$ cat src/hw/rtl/wgm_pkg.sv
// Shared types, constants and sizes for the wildcard glob matcher.
`timescale 1ns / 1ps
`default_nettype none
package wgm_pkg;

    localparam int PATTERN_MAX = 32;
    localparam int LEN_W       = $clog2(PATTERN_MAX + 1);
    localparam int IDX_W       = $clog2(PATTERN_MAX);
    localparam int SET_W       = PATTERN_MAX + 1;

    localparam int Q_DEPTH     = 4;
    localparam int Q_PTR_W     = $clog2(Q_DEPTH);
    localparam int Q_CNT_W     = $clog2(Q_DEPTH + 1);

    localparam logic [7:0] SYM_STAR = 8'h2A;
    localparam logic [7:0] SYM_ANY  = 8'h3F;
    localparam logic [7:0] FOLD_LO  = 8'h41;
    localparam logic [7:0] FOLD_HI  = 8'h5A;
    localparam logic [7:0] FOLD_OFS = 8'h20;

    typedef enum logic [1:0] {
        OP_PAT_CHAR  = 2'd0,
        OP_PAT_END   = 2'd1,
        OP_TEXT_CHAR = 2'd2,
        OP_TEXT_END  = 2'd3
    } t_op;

    typedef struct packed {
        t_op        op;
        logic [7:0] sym;
    } t_item;

    // Head of the queue as seen by the back end
    typedef struct packed {
        logic  valid;
        t_item item;
    } t_q_head;

endpackage
`default_nettype wire

$ cat src/hw/rtl/wgm_front.sv
// Front end: accepts transactions, decodes the operation and folds the symbol.
`timescale 1ns / 1ps
`default_nettype none
module wgm_front
    import wgm_pkg::*;
(
    input  wire logic       i_valid,
    input  wire logic [1:0] i_operation,
    input  wire logic [7:0] i_symbol,
    input  wire logic       i_q_full,
    output logic            o_stall,
    output logic            o_push,
    output t_item           o_item
);

    logic [7:0] folded;

    always_comb begin
        // Only A-Z fold; '*' and '?' are untouched by this
        if (i_symbol >= FOLD_LO && i_symbol <= FOLD_HI) begin
            folded = i_symbol + FOLD_OFS;
        end else begin
            folded = i_symbol;
        end
    end

    assign o_stall     = i_q_full;
    assign o_push      = i_valid && !i_q_full;
    assign o_item.op   = t_op'(i_operation);
    assign o_item.sym  = folded;

endmodule
`default_nettype wire

$ cat src/hw/rtl/wgm_queue.sv
// Short FIFO between the front end and the back end.
`timescale 1ns / 1ps
`default_nettype none
module wgm_queue
    import wgm_pkg::*;
(
    input  wire logic  i_clk,
    input  wire logic  i_rst_n,
    input  wire logic  i_push,
    input  t_item      i_item,
    output logic       o_full,
    input  wire logic  i_pop,
    output t_q_head    o_head
);

    t_item               r_mem [Q_DEPTH];
    logic [Q_PTR_W-1:0]  r_wr, n_wr;
    logic [Q_PTR_W-1:0]  r_rd, n_rd;
    logic [Q_CNT_W-1:0]  r_count, n_count;
    logic                do_push, do_pop;

    assign o_full      = (r_count == Q_CNT_W'(Q_DEPTH));
    assign do_push     = i_push && !o_full;
    assign do_pop      = i_pop && (r_count != '0);
    assign o_head.valid = (r_count != '0);
    assign o_head.item  = r_mem[r_rd];

    always_comb begin
        n_wr    = r_wr;
        n_rd    = r_rd;
        n_count = r_count;
        if (do_push) begin
            n_wr = (r_wr == Q_PTR_W'(Q_DEPTH - 1)) ? '0 : r_wr + 1'b1;
        end
        if (do_pop) begin
            n_rd = (r_rd == Q_PTR_W'(Q_DEPTH - 1)) ? '0 : r_rd + 1'b1;
        end
        if (do_push && !do_pop) begin
            n_count = r_count + 1'b1;
        end else if (do_pop && !do_push) begin
            n_count = r_count - 1'b1;
        end
    end

    always_ff @(posedge i_clk) begin
        if (!i_rst_n) begin
            r_wr    <= '0;
            r_rd    <= '0;
            r_count <= '0;
        end else begin
            r_wr    <= n_wr;
            r_rd    <= n_rd;
            r_count <= n_count;
        end
    end

    always_ff @(posedge i_clk) begin
        if (do_push) begin
            r_mem[r_wr] <= i_item;
        end
    end

endmodule
`default_nettype wire

$ cat src/hw/rtl/wgm_back.sv
// Back end: pattern store, active-position automaton and result register.
`timescale 1ns / 1ps
`default_nettype none
module wgm_back
    import wgm_pkg::*;
(
    input  wire logic  i_clk,
    input  wire logic  i_rst_n,
    input  t_q_head    i_head,
    output logic       o_pop,
    output logic       o_valid,
    input  wire logic  i_stall,
    output logic       o_matched,
    output logic       o_pattern_error
);

    logic [7:0]        r_store [PATTERN_MAX];
    logic [LEN_W-1:0]  r_len, n_len;
    logic              r_ovf, n_ovf;
    logic              r_loading, n_loading;
    logic [SET_W-1:0]  r_active, n_active;
    // Rearm set: position zero plus the run of leading stars
    logic [SET_W-1:0]  r_home, n_home;
    logic              r_out_valid, n_out_valid;
    logic              r_match, n_match;
    logic              r_perr, n_perr;

    logic              out_free;
    logic              fire;
    logic [LEN_W-1:0]  eff_len;
    logic [SET_W-1:0]  eff_home;
    logic              wr_en;
    logic [PATTERN_MAX-1:0] star_m;
    logic [PATTERN_MAX-1:0] hit_m;
    logic [SET_W-1:0]  base;
    logic [SET_W-1:0]  step;
    logic [SET_W-1:0]  stars;
    logic [SET_W-1:0]  closed;

    assign out_free = !r_out_valid || !i_stall;
    assign o_pop    = i_head.valid && ((i_head.item.op != OP_TEXT_END) || out_free);
    assign fire     = o_pop;

    // A pattern character after text starts a fresh load
    assign eff_len  = r_loading ? r_len : '0;
    assign eff_home = r_loading ? r_home : SET_W'(1);
    assign wr_en    = fire && (i_head.item.op == OP_PAT_CHAR)
                      && (eff_len < LEN_W'(PATTERN_MAX));

    always_comb begin
        for (int i = 0; i < PATTERN_MAX; i++) begin
            star_m[i] = (LEN_W'(i) < r_len) && (r_store[i] == SYM_STAR);
            hit_m[i]  = (LEN_W'(i) < r_len)
                        && ((r_store[i] == SYM_ANY) || (r_store[i] == i_head.item.sym));
        end
    end

    assign base  = r_loading ? r_home : r_active;
    assign stars = {1'b0, star_m};

    always_comb begin
        step = '0;
        for (int i = 0; i < PATTERN_MAX; i++) begin
            if (base[i] && star_m[i]) begin
                step[i] = 1'b1;
            end else if (base[i] && hit_m[i]) begin
                step[i+1] = 1'b1;
            end
        end
    end

    // Carry through each run of stars: an active star lights every position
    // up to and including the first non-star after the run
    assign closed = step | (((step & stars) + stars) ^ stars);

    always_comb begin
        n_len       = r_len;
        n_ovf       = r_ovf;
        n_loading   = r_loading;
        n_active    = r_active;
        n_home      = r_home;
        n_match     = r_match;
        n_perr      = r_perr;
        n_out_valid = r_out_valid && i_stall;
        if (fire) begin
            case (i_head.item.op)
                OP_PAT_CHAR: begin
                    n_loading = 1'b1;
                    n_len     = eff_len;
                    n_ovf     = r_loading ? r_ovf : 1'b0;
                    n_home    = eff_home;
                    if (eff_len < LEN_W'(PATTERN_MAX)) begin
                        n_len = eff_len + 1'b1;
                        if (eff_home[eff_len] && (i_head.item.sym == SYM_STAR)) begin
                            for (int j = 1; j < SET_W; j++) begin
                                if (LEN_W'(j) == eff_len + 1'b1) begin
                                    n_home[j] = 1'b1;
                                end
                            end
                        end
                    end else begin
                        n_ovf = 1'b1;
                    end
                end
                OP_PAT_END: begin
                    n_loading = 1'b0;
                    n_active  = r_home;
                end
                OP_TEXT_CHAR: begin
                    n_loading = 1'b0;
                    n_active  = closed;
                end
                OP_TEXT_END: begin
                    n_loading   = 1'b0;
                    n_active    = r_home;
                    n_out_valid = 1'b1;
                    n_match     = !r_ovf && base[r_len];
                    n_perr      = r_ovf;
                end
                default: begin
                    n_loading = r_loading;
                end
            endcase
        end
    end

    always_ff @(posedge i_clk) begin
        if (!i_rst_n) begin
            r_len       <= '0;
            r_ovf       <= 1'b0;
            r_loading   <= 1'b1;
            r_active    <= SET_W'(1);
            r_home      <= SET_W'(1);
            r_out_valid <= 1'b0;
        end else begin
            r_len       <= n_len;
            r_ovf       <= n_ovf;
            r_loading   <= n_loading;
            r_active    <= n_active;
            r_home      <= n_home;
            r_out_valid <= n_out_valid;
        end
    end

    always_ff @(posedge i_clk) begin
        r_match <= n_match;
        r_perr  <= n_perr;
        if (wr_en) begin
            r_store[eff_len[IDX_W-1:0]] <= i_head.item.sym;
        end
    end

    assign o_valid         = r_out_valid;
    assign o_matched       = r_match;
    assign o_pattern_error = r_perr;

`ifndef SYNTHESIS
    a_end_gives_result: assert property (@(posedge i_clk) disable iff (!i_rst_n)
        (fire && i_head.item.op == OP_TEXT_END) |=> r_out_valid)
        else $error("text end did not load the result register");
    a_error_no_match: assert property (@(posedge i_clk) disable iff (!i_rst_n)
        (r_out_valid && r_perr) |-> !r_match)
        else $error("pattern error reported together with a match");
    a_len_bound: assert property (@(posedge i_clk) disable iff (!i_rst_n)
        r_len <= LEN_W'(PATTERN_MAX))
        else $error("pattern length beyond the store");
    a_home_origin: assert property (@(posedge i_clk) disable iff (!i_rst_n)
        r_home[0])
        else $error("rearm set lost position zero");
`endif

endmodule
`default_nettype wire

$ cat src/hw/rtl/wildcard_glob_matcher.sv
// Top level of the wildcard glob matcher.
`timescale 1ns / 1ps
`default_nettype none
// Case-insensitive glob matcher ('*' any run, '?' one byte, only A-Z folded).
// Load a pattern one character per transaction, close it with a pattern end,
// then stream text characters and finish with a text end, which yields one
// result transaction (matched, pattern_error). Patterns longer than
// PATTERN_MAX characters are truncated and flagged; every text end then reports
// pattern_error. A pattern character sent after text starts a new pattern; a
// pattern end during text drops that text. The block sustains one transaction
// per cycle when nothing stalls: every pattern position updates in parallel,
// with a single carry chain resolving runs of stars. A four-entry queue sits
// between the input decode and the automaton, so a text end passes through the
// queue and then the result register, which holds the result while input keeps
// flowing.
module wildcard_glob_matcher
    import wgm_pkg::*;
(
    input  wire logic       i_clk,
    input  wire logic       i_rst_n,
    input  wire logic       i_valid,
    output logic            o_stall,
    input  wire logic [1:0] i_operation,
    input  wire logic [7:0] i_symbol,
    output logic            o_valid,
    input  wire logic       i_stall,
    output logic            o_matched,
    output logic            o_pattern_error
);

    logic    q_full;
    logic    q_push;
    logic    q_pop;
    t_item   q_item;
    t_q_head q_head;

    wgm_front u_front (
        .i_valid     (i_valid),
        .i_operation (i_operation),
        .i_symbol    (i_symbol),
        .i_q_full    (q_full),
        .o_stall     (o_stall),
        .o_push      (q_push),
        .o_item      (q_item)
    );

    wgm_queue u_queue (
        .i_clk   (i_clk),
        .i_rst_n (i_rst_n),
        .i_push  (q_push),
        .i_item  (q_item),
        .o_full  (q_full),
        .i_pop   (q_pop),
        .o_head  (q_head)
    );

    wgm_back u_back (
        .i_clk           (i_clk),
        .i_rst_n         (i_rst_n),
        .i_head          (q_head),
        .o_pop           (q_pop),
        .o_valid         (o_valid),
        .i_stall         (i_stall),
        .o_matched       (o_matched),
        .o_pattern_error (o_pattern_error)
    );

endmodule
`default_nettype wire
$ cat config.mk
export PLATFORM = sky130hd
export DESIGN_NAME = wildcard_glob_matcher
export DESIGN_NICKNAME = d
export VERILOG_FILES = /design/src/hw/rtl/wgm_pkg.sv /design/src/hw/rtl/wgm_front.sv /design/src/hw/rtl/wgm_queue.sv /design/src/hw/rtl/wgm_back.sv /design/src/hw/rtl/wildcard_glob_matcher.sv
export SDC_FILE = /design/constraint.sdc
export NUM_CORES = 1
export LEC_CHECK = 0
export ABC_AREA = 0
export BUFFER_PORTS_ARGS = -buffer_cell sky130_fd_sc_hd__buf_4
export CORE_MARGIN = 1.5
export CORE_UTILIZATION = 62
export CTS_CLUSTER_SIZE = 30
export DETAILED_ROUTE_END_ITERATION = 12
export GPL_TIMING_DRIVEN = 0
export PLACE_DENSITY_LB_ADDON = 0.08
export SLEW_MARGIN = 30
export SYNTH_ARGS = -nofsm -noshare
export SYNTH_HDL_FRONTEND = slang
export SYNTH_SLANG_ARGS = --single-unit
$ cat constraint.sdc
create_clock -name i_clk -period 4.52 [get_ports i_clk]
set_input_delay 0.678 -clock i_clk [delete_from_list [all_inputs] [get_ports i_clk]]
set_output_delay 0.678 -clock i_clk [all_outputs]
set_load 0.01 [all_outputs]
==> qor.yml, run 1 <==
sta:
  tightestPinTransition_ns: 1.024
  setup_violations: 0
  fin_ws_ns: 0.1205
  max_clock_freq_ghz: 0.2273
  fin_crit_sh_pct: 97.33
  rsz0062_at_grt: "false"
  slew_headroom_pct: 31.07
  fin_crit_ns: 4.400
  finalHoldViolCount: 0
  drv_slew: 0
  fin_worst_skew_ns: 0.02259
global_routing:
  overflow: 0
  grt_util_met3_pct: 9.965
  grt_pass1_wl_microns: 100600
  grt_pass1_vias: 16438
  use_met1_pct: 53.12
  grt_util_met2_pct: 57.12
  antenna_found_initial: 1
  grt_max_degree: 42
  track_usage_pct: 38.40
  top_usage_layer: "met2"
finish:
  drive_gt1_share_pct: 11.80
  area_growth_pct: 10.46
  n_antenna_cell: 0
  fin_nets: 2063
  fin_cells: 2508
  final_area_sq_mm: 0.02352
cts:
  clk_pin_slew_ns: 0.06
  cts.sinks: 382
  cts.htree.levels: 2
  ctsRootBufferMaster: "clkbuf_16"
  ctsLongestPathBuffers: 3
  cts_made_buffers: 40
  cts_tree: "yes"
  clk_latency_ns: 0.57
route:
  wire_per_inst_microns: 27.08
  first_pass_iters: 7
  ant_nets: 0
  viasPerCell: 6.823
  drt-initial-drc-count: 2101
  num_vias: 17111
  drc_errors: 0
  totalWireLength_microns: 67920
logic_synthesis:
  async_flop_share_pct: 0
  ys_top_cells_by_count: "edfxtp_1, xnor2_1, nand2_1"
  synth-seq-area-share_pct: 49.92
  yosys-top-cells-area: "edfxtp_1, xnor2_1, dfxtp_1, nand2_1, mux4_2"
  ys_seq_elements: 382
  syn_nets: 2005
  ys_types: 89
  synth_top_area_share_pct: 42.02
  synthCells: 1974
  syn_area_sq_mm: 0.02129
  synth.most_common_cell: "edfxtp_1"
  synth_largest_area_cell: "edfxtp_1"
  ys_warn_count: 0
  synth_flop_cell: "edfxtp_1"
  synth.avg_cell_area_sq_um: 10.79
  synth_edf_count: 298
place:
  place_hpwl_microns: 47590
  dpl_worst_slack_ns: -0.5452
  place_congestion: 1.060
  portBuffers: 16
  placed_area_sq_mm: 0.02200
  place_inst: 2438
pwr:
  max-vdd-ir-drop_uv: 705.5
  power.density_mw_per_mm2: 567.1
  p_total_mw: 13.34
  p_leak_nw: 7.482
floorplan:
  die_h_microns: 188.3
  boundaryPins: 18
  die_w_microns: 188.3
  start_util_pct: 63.19
  core-area_sq_mm: 0.03370
  dieArea_sq_mm: 0.03547
  row_count: 67
hold_path:
  hp-class: "in2reg"
worst_setup_path:
  cp-start-kind: "flip-flop"
  timing_worst_setup_path_type: "reg2reg"
  cp.arrival_ns: 4.84
  crit_chain: "buf_12 > mux4_2 > buf_6 > buf_8 > xnor2_1 > nand4_1 > nor2_2 > nor2_1 > o22ai_2 > nor2_1 > ha_1 > a211oi_2 > nand3b_4 > a31o_1 > a221o_2 > a221o_1 > a21oi_2 > o21ai_1"
  critPathRequiredTime_ns: 4.96
  setup.worst_path.end_class: "flip-flop"
  path_common_cell: "nor2_1"
  worst_path_max_delay_cell: "mux4_2"
  critPathMaxFanout: 10
  slowest_delay_ns: 0.51
run_status:
  status: "finished clean"
run:
  drv_cap: 0
## cells by family after synthesis
| kind of cell | synth area share [%] |
|---|---|
| and+or+nand+nor | 18.23 |
| muxes | 5.882 |
| adders and majority gates | 1.034 |
| xor gates and xnor gates | 10.90 |
| DFF | 49.92 |
| AOI/OAI and AO/OA | 11.25 |
| buffers and inverters | 2.791 |
## stage by stage
| step | setup TNS (ns) | util, % | hold slack (ns) |
|---|---|---|---|
| floorplan | 0 | - | 0.4283 |
| global placement | -68.66 | 65.21 | 0.4386 |
| detailed placement | -81.52 | 65.28 | 0.4460 |
| CTS | -31.50 | 69.50 | 0.3070 |
| global route | 0 | 69.80 | 0.3213 |
| finish | 0 | 69.80 | 0.3212 |
## timing repair
action | in CTS | in global routing
gates resized for setup | 31 | 22
pin swaps | 0 | 5
endpoints found under the setup margin | 293 | 296
cloned | 0 | 0
hold buffers | 0 | 0
setup buffers | 0 | 4
hold endpoints to repair | 0 | 0
## registers in the layout (all words and copies together), names as in the netlist, 2 cells and up, named ones only
signal	count
u_queue.r_mem	40
u_queue.r_rd	2
u_back.r_active	33
u_queue.r_count	3
u_back.r_len	6
u_back.r_home	33
u_back.r_store	256
u_queue.r_wr	2
## worst max-delay path, delay by kind of cell, from the launching register on
family	cells	cell delay (ns)
AO/OA/AOI/OAI	7	1.98
XOR/XNOR	1	0.15
adder cells (fa/ha/maj)	1	0.19
buffers and inverters	3	0.49
flip-flops	1	0.39
multiplexers	1	0.51
AND/OR/NAND/NOR	5	0.57
## cell type report
class	count	area, sq um
Clock inverter	18	222.7
Timing Repair Buffer	20	150.1
Clock buffer	52	1119
Multi-Input combinational cell	1472	10210
Tap cell	448	560.5
Fill cell	2523	10180
Sequential cell	382	10630
Buffer	90	530.5
Inverter	26	97.59
## report_power, final
part / switching [mW] / internal, mW / leakage [nW]
Sequential: 0.148 / 4.42 / 3.37
Combinational: 3.59 / 1.78 / 3.46
Clock: 1.37 / 2.03 / 0.651
## metal layers
metal | wire length (microns) | share of wire, % | up-vias
li1 | - | - | 7551
met1 | 26890 | 40 | 8271
met2 | 29150 | 43 | 1085
met3 | 8649 | 13 | 202
met4 | 3212 | 4.7 | 2
met5 | 17 | 0.025 | -
## layout by cell type (no fill, tap or decap), types with 16 or more instances in the layout
cell       instances
nand2_1          153
and3_1            21
nand3_1           88
nor4_1            38
or3_1             29
o211ai_1          22
xor2_1            66
buf_4             36
inv_1             24
edfxtp_1         298
nor2b_1           23
nor3_1            61
mux2i_1           42
a21oi_1           66
nor2_2            22
clkbuf_1          43
and2_1            23
o21ai_0           74
xnor2_1          199
or4_1             17
mux2_2            16
clkbuf_16         42
nand4_1           66
or2_2             16
dfxtp_1           83
mux4_2            26
a31oi_1           20
nor2_1           125
## path summary, 6_finish.rpt
| kind | start | endpoint | slack (ns) | cells after the start |
|---|---|---|---|---|
| min | i_operation[0] | u_queue.r_mem[3][8] | 0.32 | 1 |
| min reg2reg | u_back.r_active[18] | u_back.r_active[18] | 0.45 | 2 |
| max reg2reg | flip-flop | u_back.r_active[30] | 0.12 | 18 |
| max | flip-flop | u_back.r_active[30] | 0.12 | 18 |
Note: power is estimated with default switching activity, not from simulation.
==> run 2, diff against run 1 <==
--- a/config.mk
+++ b/config.mk
@@ -8,7 +8,7 @@
 export ABC_AREA = 0
 export BUFFER_PORTS_ARGS = -buffer_cell sky130_fd_sc_hd__buf_4
 export CORE_MARGIN = 1.5
-export CORE_UTILIZATION = 62
+export CORE_UTILIZATION = 60
 export CTS_CLUSTER_SIZE = 30
 export DETAILED_ROUTE_END_ITERATION = 12
 export GPL_TIMING_DRIVEN = 0
==> qor.yml, run 2 (same netlist as run 1, synthesis figures left out) <==
pwr:
  max-vdd-ir-drop_uv: 609.6  # -14%
  power.density_mw_per_mm2: 571.0  # +0.69%
  p_total_mw: 13.51  # +1.2%
  p_leak_nw: 7.538  # +0.75%
worst_setup_path:
  r2r_cells: 14  # -4
  cp.arrival_ns: 4.88  # +0.04 ns
  r2r_slack_ns: 0.09  # -0.03 ns
  crit_end: "u_back.r_active[30]"
  critPathRequiredTime_ns: 4.97  # about the same
  critPathMaxFanout: 10  # unchanged
  setup.worst_path.end_class: "flip-flop"
  timing_worst_setup_path_type: "reg2reg"
  rr_startpoint: "u_back.r_len[0]"
  crit_path_start: "u_back.r_len[0]"
  timing.rr.end: "u_back.r_active[30]"
  cp-start-kind: "flip-flop"
floorplan:
  die_h_microns: 191.4  # +1.6%
  die_w_microns: 191.4  # +1.6%
  core-area_sq_mm: 0.03471  # +3.0%
  start_util_pct: 61.34  # -1.8 points
  dieArea_sq_mm: 0.03663  # +3.3%
  boundaryPins: 18  # unchanged
  row_count: 68  # +1.5%
sta:
  finalHoldViolCount: 0  # unchanged
  setup_violations: 0  # unchanged
  slew_headroom_pct: 30.31  # -0.76 points
  tightestPinTransition_ns: 1.016  # -0.008155 ns
  hold_slack_ns: 0.3065  # -0.01467 ns
  drv_slew: 0  # unchanged
  max_clock_freq_ghz: 0.2256  # -0.73%
  rsz0062_at_grt: "false"
  fin_crit_ns: 4.432  # +0.03229 ns
  fin_crit_sh_pct: 98.05  # +0.71 points
  fin_worst_skew_ns: 0.02520  # +0.002613 ns
route:
  totalWireLength_microns: 68760  # +1.2%
  wire_per_inst_microns: 27.24  # +0.59%
  ant_nets: 0  # unchanged
  viasPerCell: 6.807  # -0.23%
  first_pass_iters: 6  # -1
  drt-initial-drc-count: 1966  # -6.4%
  num_vias: 17180  # +0.40%
  drc_errors: 0  # unchanged
cts:
  ctsHoldBuffers: 0  # unchanged
  clk_latency_ns: 0.59  # +0.02 ns
  cts_tree: "yes"
  clk_pin_slew_ns: 0.06  # about the same
  cts.htree.levels: 2  # unchanged
  cts_made_buffers: 42  # +5.0%
  cts.sinks: 382  # unchanged
  ctsRootBufferMaster: "clkbuf_16"
  ctsLongestPathBuffers: 3  # unchanged
finish:
  mostFrequentLayoutCells: "edfxtp_1, xnor2_1, nand2_1, nor2_1, nand3_1"
  fin_cells: 2524  # +0.64%
  area_growth_pct: 11.08
  fin_nets: 2066  # +0.15%
  mostFrequentLayoutCell: "edfxtp_1"
  drive_gt1_share_pct: 12.57  # +0.77 points
  n_antenna_cell: 0  # unchanged
  final_area_sq_mm: 0.02365  # +0.56%
  largest_reg_flops: 256  # unchanged
global_routing:
  track_usage_pct: 38.16  # -0.24 points
  grt_pass1_wl_microns: 102000  # +1.4%
  overflow: 0  # unchanged
  grt_max_degree: 42  # unchanged
  grt_pass1_vias: 16500  # +0.38%
  antenna_found_initial: 1  # unchanged
place:
  place_inst: 2445  # +0.29%
  portBuffers: 16  # unchanged
  place_hpwl_microns: 48240  # +1.4%
  placed_area_sq_mm: 0.02200  # about the same
  place_congestion: 1.005  # -5.2%
run_status:
  status: "finished clean"
hold_path:
  hp-class: "in2reg"
  min_path_cells: 1  # unchanged
run:
  drv_cap: 0  # unchanged
## run 2: cell count changes in the layout (fill, tap and decap cells not counted), sizes merged
| cell | change |
|---|---|
| inv | +3 |
| bufinv | -2 |
| clkinvlp | +1 |
| clkbuf | +2 |
| clkinv | +5 |
## run 2: per-stage QoR
stage	util, %	worst slack (ns)	setup TNS, ns
detailed placement	63.38	-0.4599	-73.35
floorplan	-	0.6290	0
finish	68.14	0.08820	0
global route	68.14	0.005467	0
global placement	63.33	-0.4759	-69.86
CTS	67.81	-0.1805	-11.71
## run 2: final cells by class
cell class / count / area (sq um)
Clock inverter: 25 / 249.0
Inverter: 26 / 97.59
Timing Repair Buffer: 20 / 150.1
Tap cell: 455 / 569.3
Fill cell: 2648 / 11060
Multi-Input combinational cell: 1472 / 10220
Clock buffer: 53 / 1196
Buffer: 91 / 541.8
Sequential cell: 382 / 10630
## run 2: timing repair
action                     4_1_cts  5_1_grt
resized for setup               37       27
pin swaps                        0        6
setup endpoints to repair      290      292
setup buffers                    0        4
## run 2: worst min-delay path by stage
stage                   startpoint                  end  slack (ns)
2_1_floorplan  u_back.r_active[12]  u_back.r_active[12]        0.43
3_3_place_gp   u_back.r_active[12]  u_back.r_active[12]        0.44
3_5_place_dp   u_back.r_active[12]  u_back.r_active[12]        0.45
4_1_cts             i_operation[1]  u_queue.r_mem[3][9]        0.29
5_1_grt             i_operation[0]  u_queue.r_mem[3][8]        0.30
6_report            i_operation[0]  u_queue.r_mem[3][8]        0.31
## run 2: power breakdown
group | total [mW] | switching (mW) | internal [mW]
Clock | 3.55 | 1.48 | 2.07
Combinational | 5.39 | 3.60 | 1.79
Sequential | 4.57 | 0.147 | 4.42
## run 2: routing by layer
metal	global-route usage [%]	share of wire (%)	routed length, microns	up-vias
met3	8.812	11	7537	193
met2	57.07	43	29690	1002
li1	-	-	-	7585
met1	53.87	42	28650	8400
met5	0	0	0	-
met4	15.08	4.2	2874	0
## run 2: critical path: stages (launching register included)
cell and delay [ns]:
dfxtp_1 0.45, buf_1 0.48, nor2_1 0.17, a21boi_0 0.50, o41ai_1 0.24, o22ai_1 0.26, nor2_1 0.07, ha_1 0.19
a211oi_2 0.29, nand3b_4 0.13, a31o_1 0.26, a221o_2 0.41, a221o_1 0.47, a21oi_2 0.27, o21ai_1 0.11
==> run 3, diff against run 2 <==
--- a/config.mk
+++ b/config.mk
@@ -13,6 +13,7 @@
 export DETAILED_ROUTE_END_ITERATION = 12
 export GPL_TIMING_DRIVEN = 0
 export PLACE_DENSITY_LB_ADDON = 0.08
+export RECOVER_POWER = 25
 export SLEW_MARGIN = 30
 export SYNTH_ARGS = -nofsm -noshare
 export SYNTH_HDL_FRONTEND = slang
==> qor.yml, run 3 (same netlist as run 1, synthesis figures left out) <==
run_status:
  status: "finished clean"
global_routing:
  antenna_found_initial: 1  # unchanged
  grt_pass1_wl_microns: 102000  # unchanged
  track_usage_pct: 38.16  # unchanged
  overflow: 0  # unchanged
  grt_pass1_vias: 16500  # unchanged
  grt_max_degree: 42  # unchanged
cts:
  clk_latency_ns: 0.59  # about the same
  ctsHoldBuffers: 0  # unchanged
  clk_pin_slew_ns: 0.06  # about the same
  cts_tree: "yes"
  cts.sinks: 382  # unchanged
  cts.htree.levels: 2  # unchanged
  ctsRootBufferMaster: "clkbuf_16"
  cts_made_buffers: 42  # unchanged
  ctsLongestPathBuffers: 3  # unchanged
finish:
  area_growth_pct: 10.89
  fill_cells: 2656  # +0.30%
  regArea_sq_mm: 0.01063  # unchanged
  largest_reg_flops: 256  # unchanged
  fin_nets: 2066  # unchanged
  mostFrequentLayoutCells: "edfxtp_1, xnor2_1, nand2_1, nor2_1, nand3_1"
  drive_gt1_share_pct: 12.03  # -0.53 points
  mostFrequentLayoutCell: "edfxtp_1"
  fin_cells: 2524  # unchanged
  final_area_sq_mm: 0.02361  # -0.17%
  multi_input_comb_area_sq_mm: 0.01022  # unchanged
  n_antenna_cell: 0  # unchanged
worst_setup_path:
  r2r_slack_ns: 0.12  # +0.03 ns
  setup.worst_path.end_class: "flip-flop"
  r2r_cells: 14  # unchanged
  critPathRequiredTime_ns: 4.98  # about the same
  timing_worst_setup_path_type: "reg2reg"
  critPathMaxFanout: 10  # unchanged
  cp-start-kind: "flip-flop"
  rr_startpoint: "u_back.r_len[0]"
  cp.arrival_ns: 4.85  # -0.03 ns
  timing.rr.end: "u_back.r_active[30]"
pwr:
  max-vdd-ir-drop_uv: 607.6  # -0.34%
  p_leak_nw: 7.492  # -0.60%
  power.density_mw_per_mm2: 571.8  # +0.15%
sta:
  fin_worst_skew_ns: 0.02641  # +0.001209 ns
  fin_ws_ns: 0.1226  # +0.03437 ns
  max_clock_freq_ghz: 0.2274  # +0.78%
  hold_slack_ns: 0.3934  # +0.08688 ns
  finalHoldViolCount: 0  # unchanged
  slew_headroom_pct: 28.55  # -1.8 points
  tightestPinTransition_ns: 1.042  # +0.02565 ns
  rsz0062_at_grt: "false"
  setup_violations: 0  # unchanged
  drv_slew: 0  # unchanged
  fin_crit_sh_pct: 97.29  # -0.76 points
  fin_crit_ns: 4.397  # -0.03437 ns
  final.setup.tns_ns: 0  # unchanged
place:
  placed_area_sq_mm: 0.02200  # unchanged
  place_congestion: 1.005  # unchanged
  portBuffers: 16  # unchanged
  place_hpwl_microns: 48240  # unchanged
  place_inst: 2445  # unchanged
  dpl_worst_slack_ns: -0.4599  # unchanged
route:
  drc_errors: 0  # unchanged
  first_pass_iters: 7  # +1
  drt-initial-drc-count: 2008  # +2.1%
  viasPerCell: 6.846  # +0.58%
  num_vias: 17279  # +0.58%
  wire_per_inst_microns: 27.23  # about the same
  ant_nets: 0  # unchanged
  totalWireLength_microns: 68730  # about the same
floorplan:
  die_w_microns: 191.4  # unchanged
  core-area_sq_mm: 0.03471  # unchanged
  start_util_pct: 61.34  # unchanged
  boundaryPins: 18  # unchanged
  row_count: 68  # unchanged
  die_h_microns: 191.4  # unchanged
  dieArea_sq_mm: 0.03663  # unchanged
hold_path:
  hp-class: "in2reg"
  hp-start: "i_operation[0]"
  min_path_cells: 1  # unchanged
  min_to: "u_queue.r_mem[3][8]"
run:
  drv_cap: 0  # unchanged
-- run 3: cell type report --
type | instances | area share (%)
inverter | 26 | 0.4133
sequential | 382 | 45.03
tap | 455 | 2.411
clock inverter | 25 | 1.054
clock buffer | 53 | 5.066
buffer | 91 | 2.294
timing repair buffer | 20 | 0.4610
multi-input combinational | 1472 | 43.27
-- run 3: worst max-delay path by stage --
stage,from,to,slack [ns],cells after the start
finish,u_back.r_len[0],u_back.r_active[30],0.12,14
global placement,u_back.r_loading,u_back.r_home[10],-0.48,18
floorplan,u_back.r_loading,u_back.r_home[10],0.63,18
global route,u_back.r_len[0],u_back.r_active[15],0.005,12
detailed placement,u_back.r_loading,u_back.r_home[6],-0.46,18
CTS,flip-flop,u_back.r_store[18][2],-0.18,8
-- run 3: stage by stage --
step	utilization (%)	power, mW
finish	68.02	13.50
global route	68.02	13.94
CTS	67.81	13.34
detailed placement	63.38	9.783
global placement	63.33	9.689
floorplan	-	8.010
-- run 3: layer usage --
metal,GRT usage [%],routed length [microns],vias up
met5,0,0,-
met4,15.08,2824,0
met3,8.812,7757,187
met2,57.07,29710,1044
met1,53.87,28440,8464
li1,-,-,7584
-- run 3: repair_timing --
action / 4_1_cts / 5_1_grt
buffers inserted: 0 / 4
resized for setup: 37 / 27
endpoints found under the setup margin: 290 / 292
pin swaps: 0 / 6
-- run 3: worst max-delay path, stage by stage (launching register included) --
cell      delay, ns
dfxtp_1        0.44
buf_1          0.47
nor2_1         0.17
a21boi_0       0.50
o41ai_1        0.24
o22ai_1        0.26
nor2_1         0.06
ha_1           0.19
a211oi_2       0.29
nand3b_4       0.13
a31o_1         0.26
a221o_2        0.41
a221o_1        0.47
a21oi_2        0.28
o21ai_1        0.11
-- run 3: where the power goes --
| part | switching, mW | internal (mW) | total, mW | leakage (nW) |
|---|---|---|---|---|
| clock | 1.49 | 2.07 | 3.56 | 0.701 |
| combinational | 3.60 | 1.78 | 5.38 | 3.42 |
| sequential | 0.146 | 4.42 | 4.57 | 3.37 |
